[src/rtl/core/mvm_pkg.sv]
`timescale 1ns / 1ps
`default_nettype none
// ============================================================================
// mvm_pkg: shared types and constants for the matrix-vector multiplier
// Sizes, command codes, register indexes, controller states and the
// command bundle from controller to datapath.
// ============================================================================
package mvm_pkg;

    localparam int MAX_COLS   = 1024;
    localparam int MAX_ROWS   = 4096;
    localparam int DATA_WIDTH = 16;

    localparam int COL_W      = $clog2(MAX_COLS);
    localparam int COLCNT_W   = $clog2(MAX_COLS + 1);
    localparam int ROW_W      = $clog2(MAX_ROWS);
    localparam int ROWCNT_W   = $clog2(MAX_ROWS + 1);
    localparam int PROD_W     = 2 * DATA_WIDTH;
    localparam int SUM_W      = 48;

    localparam int CFG_IDX_W  = 2;
    localparam int CFG_DATA_W = ROWCNT_W;

    localparam logic [CFG_IDX_W-1:0] CFG_COL_COUNT = CFG_IDX_W'(0);
    localparam logic [CFG_IDX_W-1:0] CFG_ROW_COUNT = CFG_IDX_W'(1);

    localparam logic CMD_VECTOR = 1'b0;
    localparam logic CMD_MATRIX = 1'b1;

    localparam logic [COLCNT_W-1:0] COLCNT_MAX = COLCNT_W'(MAX_COLS);
    localparam logic [ROWCNT_W-1:0] ROWCNT_MAX = ROWCNT_W'(MAX_ROWS);

    typedef enum logic [1:0] {
        S_IDLE,
        S_MUL,
        S_ACC
    } t_state;

    typedef struct packed {
        logic vec_write;
        logic mat_load;
        logic mul_en;
        logic acc_en;
    } t_dp_cmd;

endpackage
`default_nettype wire

[src/rtl/core/mvm_ctrl.sv]
`timescale 1ns / 1ps
`default_nettype none
// ============================================================================
// mvm_ctrl: request sequencer
// Takes vector requests while staying idle; walks matrix requests through
// load, multiply and accumulate.
// ============================================================================
module mvm_ctrl (
    input  wire logic            i_clk,
    input  wire logic            i_rst_n,
    input  wire logic            i_start,
    input  wire logic            i_cmd,
    output mvm_pkg::t_dp_cmd     o_cmd,
    output logic                 o_busy
);
    import mvm_pkg::*;

    t_state r_state;
    t_state n_state;

    always_ff @(posedge i_clk) begin
        if (!i_rst_n) begin
            r_state <= S_IDLE;
        end else begin
            r_state <= n_state;
        end
    end

    always_comb begin
        n_state = r_state;
        o_cmd   = '0;
        o_busy  = 1'b1;
        case (r_state)
            S_IDLE: begin
                o_busy = 1'b0;
                if (i_start) begin
                    if (i_cmd == CMD_MATRIX) begin
                        o_cmd.mat_load = 1'b1;
                        n_state        = S_MUL;
                    end else begin
                        o_cmd.vec_write = 1'b1;
                    end
                end
            end
            S_MUL: begin
                o_cmd.mul_en = 1'b1;
                n_state      = S_ACC;
            end
            S_ACC: begin
                o_cmd.acc_en = 1'b1;
                n_state      = S_IDLE;
            end
            default: begin
                n_state = S_IDLE;
            end
        endcase
    end

endmodule
`default_nettype wire

[config.mk]
export PLATFORM = sky130hd
export DESIGN_NAME = mvm_ctrl
export DESIGN_NICKNAME = d
export VERILOG_FILES = /design/src/rtl/core/mvm_pkg.sv /design/src/rtl/core/mvm_ctrl.sv
export SDC_FILE = /design/constraint.sdc
export NUM_CORES = 1
export LEC_CHECK = 0
export BUFFER_PORTS_ARGS = -buffer_cell sky130_fd_sc_hd__buf_2
export CAP_MARGIN = 20
export CORE_AREA = 3 3 40 42
export CTS_BUF_LIST = sky130_fd_sc_hd__clkbuf_4 sky130_fd_sc_hd__clkbuf_8
export DETAILED_ROUTE_END_ITERATION = 8
export DIE_AREA = 0 0 43 45
export GPL_ROUTABILITY_DRIVEN = 0
export MAX_ROUTING_LAYER = met4
export PLACE_DENSITY = 0.35
export SYNTH_ARGS = -nofsm -noshare
export SYNTH_HDL_FRONTEND = slang
export SYNTH_SLANG_ARGS = --single-unit
[constraint.sdc]
create_clock -name i_clk -period 1 [get_ports i_clk]
set_clock_uncertainty 0.15 [all_clocks]
set_input_delay 0.05 -clock i_clk [delete_from_list [all_inputs] [get_ports i_clk]]
set_output_delay 0.05 -clock i_clk [all_outputs]
set_load 0.02 [all_outputs]
Word level (Yosys, flattened, before mapping). Cells that the tools add are included.

Input bits: 4. Word-level logic and storage cells: 17. Output and inout bits: 5. Register bits after elaboration: 2. Latch bits: 0. Bits in read-only memories: 0. Bits in writable memories: 0. Memories kept: 0.

Shifts and indexed selects: 0. Div/mod/pow operators: 0. Muxes and demuxes: 10. Reductions and logical operators: 2. Add/sub/neg operators: 0. Bitwise operators: 0. Multiply operators: 0. Magnitude comparators: 0. Equality and inequality tests: 4.

Operators with widths (number): 2-bit two-way mux (4); 1-bit two-way mux (5); 2-bit inequality test (second input constant) (2); 2-bit case mux with 2 select lines (1); 2-bit by 1-bit equality test with 1-bit output (second input constant) (1); 2-bit equality test (second input constant) (1); 2-bit zero test (1); 2-bit AND reduction (1).

Depth between registers and ports, before layout.
Depth in word-level cells: 3. Mapped depth: 2. Gate-level depth less buffers: 2.

Worst setup path before layout. No wires, ideal clock.

Kind: reg-to-output. From: reg r_state[1]. To: out o_cmd[3] (netlist name). Setup slack: -304 ps. Data arrival time: 1104 ps. Stages on the path, launching flop included: 2. Path buffers: 0. Data required time: 800 ps. Cells stage by stage: dfxtp_1 -> nor4b_1.

RTL lines: start: declaration (RTL line mvm_ctrl.sv:18) `t_state r_state;`; start signal: assignment (RTL line mvm_ctrl.sv:25) `r_state <= n_state;`; end: declaration (RTL line mvm_ctrl.sv:13) `output mvm_pkg::t_dp_cmd o_cmd,`.

==> metrics.cfg <==
[outcome]
status = finished, violations left
violations = setup timing

[synth]
ys_types = 10
synth_most_common_cell = dfxtp_1
ys_async_sr_fraction_pct = 0
ys_seq_area_share_pct = 40.0
syn_nets = 15
syn_area_per_cell_sq_um = 9.10
synth_edf_count = 0
synth_ff_type = dfxtp_1
yosysTopAreaCell = dfxtp_1
ys_ff_latch = 2
synth_top_area_share_pct = 40.0
yosys_warnings = 0
synth.area.top_cells = dfxtp_1 (40%), and4_1 (8.8%), nor2b_2 (8.8%)
synth_area_sq_um = 100
synthCells = 11

[sta]
hold_viol_final = 0
finalCritPeriodShare_pct = 119
slew_viol_final = 0
setup_viol = 5
fin_ws_ns = -0.187
rsz0062_at_grt = true
finalSetupTns_ns = -0.655
slew_headroom_pct = 87.7
clock.fmax_mhz = 843
worst_pin_slew_ns = 0.183
finalCriticalPeriod_ns = 1.19

[floorplan]
rows = 13
dieArea_sq_um = 1940
die_x_microns = 43
core_sq_um = 1280
io_pins = 9
floorplan.initialDensity_pct = 7.79
die_h_microns = 45

[drt]
wirelength_microns = 325
vias_per_cell = 3.21
drc_errors = 0
dr_total_vias = 122
drt_first_iter_violations = 2
dr.pass1.iters = 3
ant_nets = 0
wire_per_inst_microns = 8.55

[global_routing]
grt_pass1_wl_microns = 600
overflow = 0
grt_usage_pct = 5.06
antenna_found_initial = 0
grt_max_degree = 5
grt_pass1_vias = 138

[power]
swShare_pct = 23.8
p_sw_w = 0.0000771
peakVddDrop_uv = 310
p_int_w = 0.000247
power_leakage_nw = 0.118
p_comb_share_pct = 18.7
seqPwrFrac_pct = 26.9
p_clk_share_pct = 54.5
p_per_area_nw_per_um2 = 1390

[place]
portBuffers = 8
dp_cells = 33
pre_cts_slack_ns = -0.0362

[finish]
area_growth_pct = 134
finalNonFillerCells = 38
fillers = 148
largestRegisters = r_state (2)
largest_reg_flops = 2
num_antenna_cells = 0
final_net_count = 29
utilization_pct = 18.2
top_register = r_state
drive_gt1_share_pct = 69.6

[worst_setup_path]
path_class = flip-flop to output pin
endpoint_kind = output pin
cp_max_fo = 4
critical-path-top-delay-family = flip-flops
cp.required_ns = 0.80
critPathArrivalTime_ns = 0.99
start_kind = flip-flop
cp_num_buf_inv = 1
r2r_slack_ns = 0.08
worst_path_largest_cell_delay_ns = 0.34
cpMaxStageDelayCell = dfxtp_2
path_cells = nor4b_4, buf_4

[clock_network]
clk_pin_slew_ns = 0.03
cts_sinks = 2
cts_root_buf = clkbuf_4
clk_latency_ns = 0.22
cts_tree = built
clockBufferDepth = 2
htree_num_levels = 1
numCtsBuffers = 3

[worst_hold_path]
hold_path.class = input pin to flip-flop

[flow_run]
maxCapViolCount = 0

power groups by stage:
stage	sequential [W]	combinational, W	clock (W)
after floorplan	0.0000877	0.0000294	0
after global placement	0.0000879	0.0000461	0
after detailed placement	0.0000881	0.0000471	0
after CTS	0.0000869	0.0000609	0.000190
after global routing	0.0000878	0.0000651	0.000201
final	0.0000870	0.0000605	0.000177
cell families (layout without fill, tap and decap cells):
kind of cell  Yosys count  after routing  synth area share, %
buf+inv                 2             14                 11.2
flops                   2              2                 40.0
simple gates            7              7                 48.8
through the flow:
step           total power, W  cell area [sq um]  hold slack [ns]
3_3_place_gp         0.000134                166            0.121
6_report             0.000324                234           0.0214
2_1_floorplan        0.000117                115          -0.0119
3_5_place_dp         0.000135                166            0.135
5_1_grt              0.000354                234           0.0137
4_1_cts              0.000338                234          0.00860
path summary, 6_finish.rpt:
| path | from | endpoint | cells after the start |
|---|---|---|---|
| max reg2reg | r_state[0] | r_state[1] | 2 |
| min reg2reg | r_state[1] | r_state[1] | 2 |
| max | r_state[0] | o_cmd[3] | 2 |
| min | i_cmd | r_state[0] | 2 |
layer usage:
metal | vias to the layer above | GRT usage, % | routed length (microns)
met4 | 0 | 5.42 | 0
met5 | - | - | 0
li1 | 61 | - | -
met1 | 52 | 4.58 | 150
met2 | 9 | 5.09 | 119
met3 | 0 | 5.58 | 55
timing repair:
action	CTS	global route
endpoints found under the hold margin	2	0
endpoints found under the setup margin	5	5
buffers inserted	0	0
hold buffers	2	0
pin swaps	2	0
gates resized for setup	10	0
worst register-to-register path, stage by stage (launching register included):
cell and delay, ns:
dfxtp_2 0.34, nor2b_2 0.17, and2_1 0.15
cell usage in the layout (no fill, tap or decap), drive strengths merged:
cell and instances:
inv 1, and3 1, and2 1, nor4b 1, dlygate4sd3 2, and4 1, clkbuf 3, dfxtp 2
nor2b 2, buf 8, nor2 1
layout make-up:
class	instances	area, sq um	share of cell area (%)
clock buffers	3	22.5	9.63
inverters	1	3.75	1.60
multi-input cells	7	71.3	30.5
flip-flops and latches	2	45.0	19.3
well taps	15	18.8	8.02
repair buffers	10	72.6	31.0
Note: power is estimated with default switching activity, not from simulation.
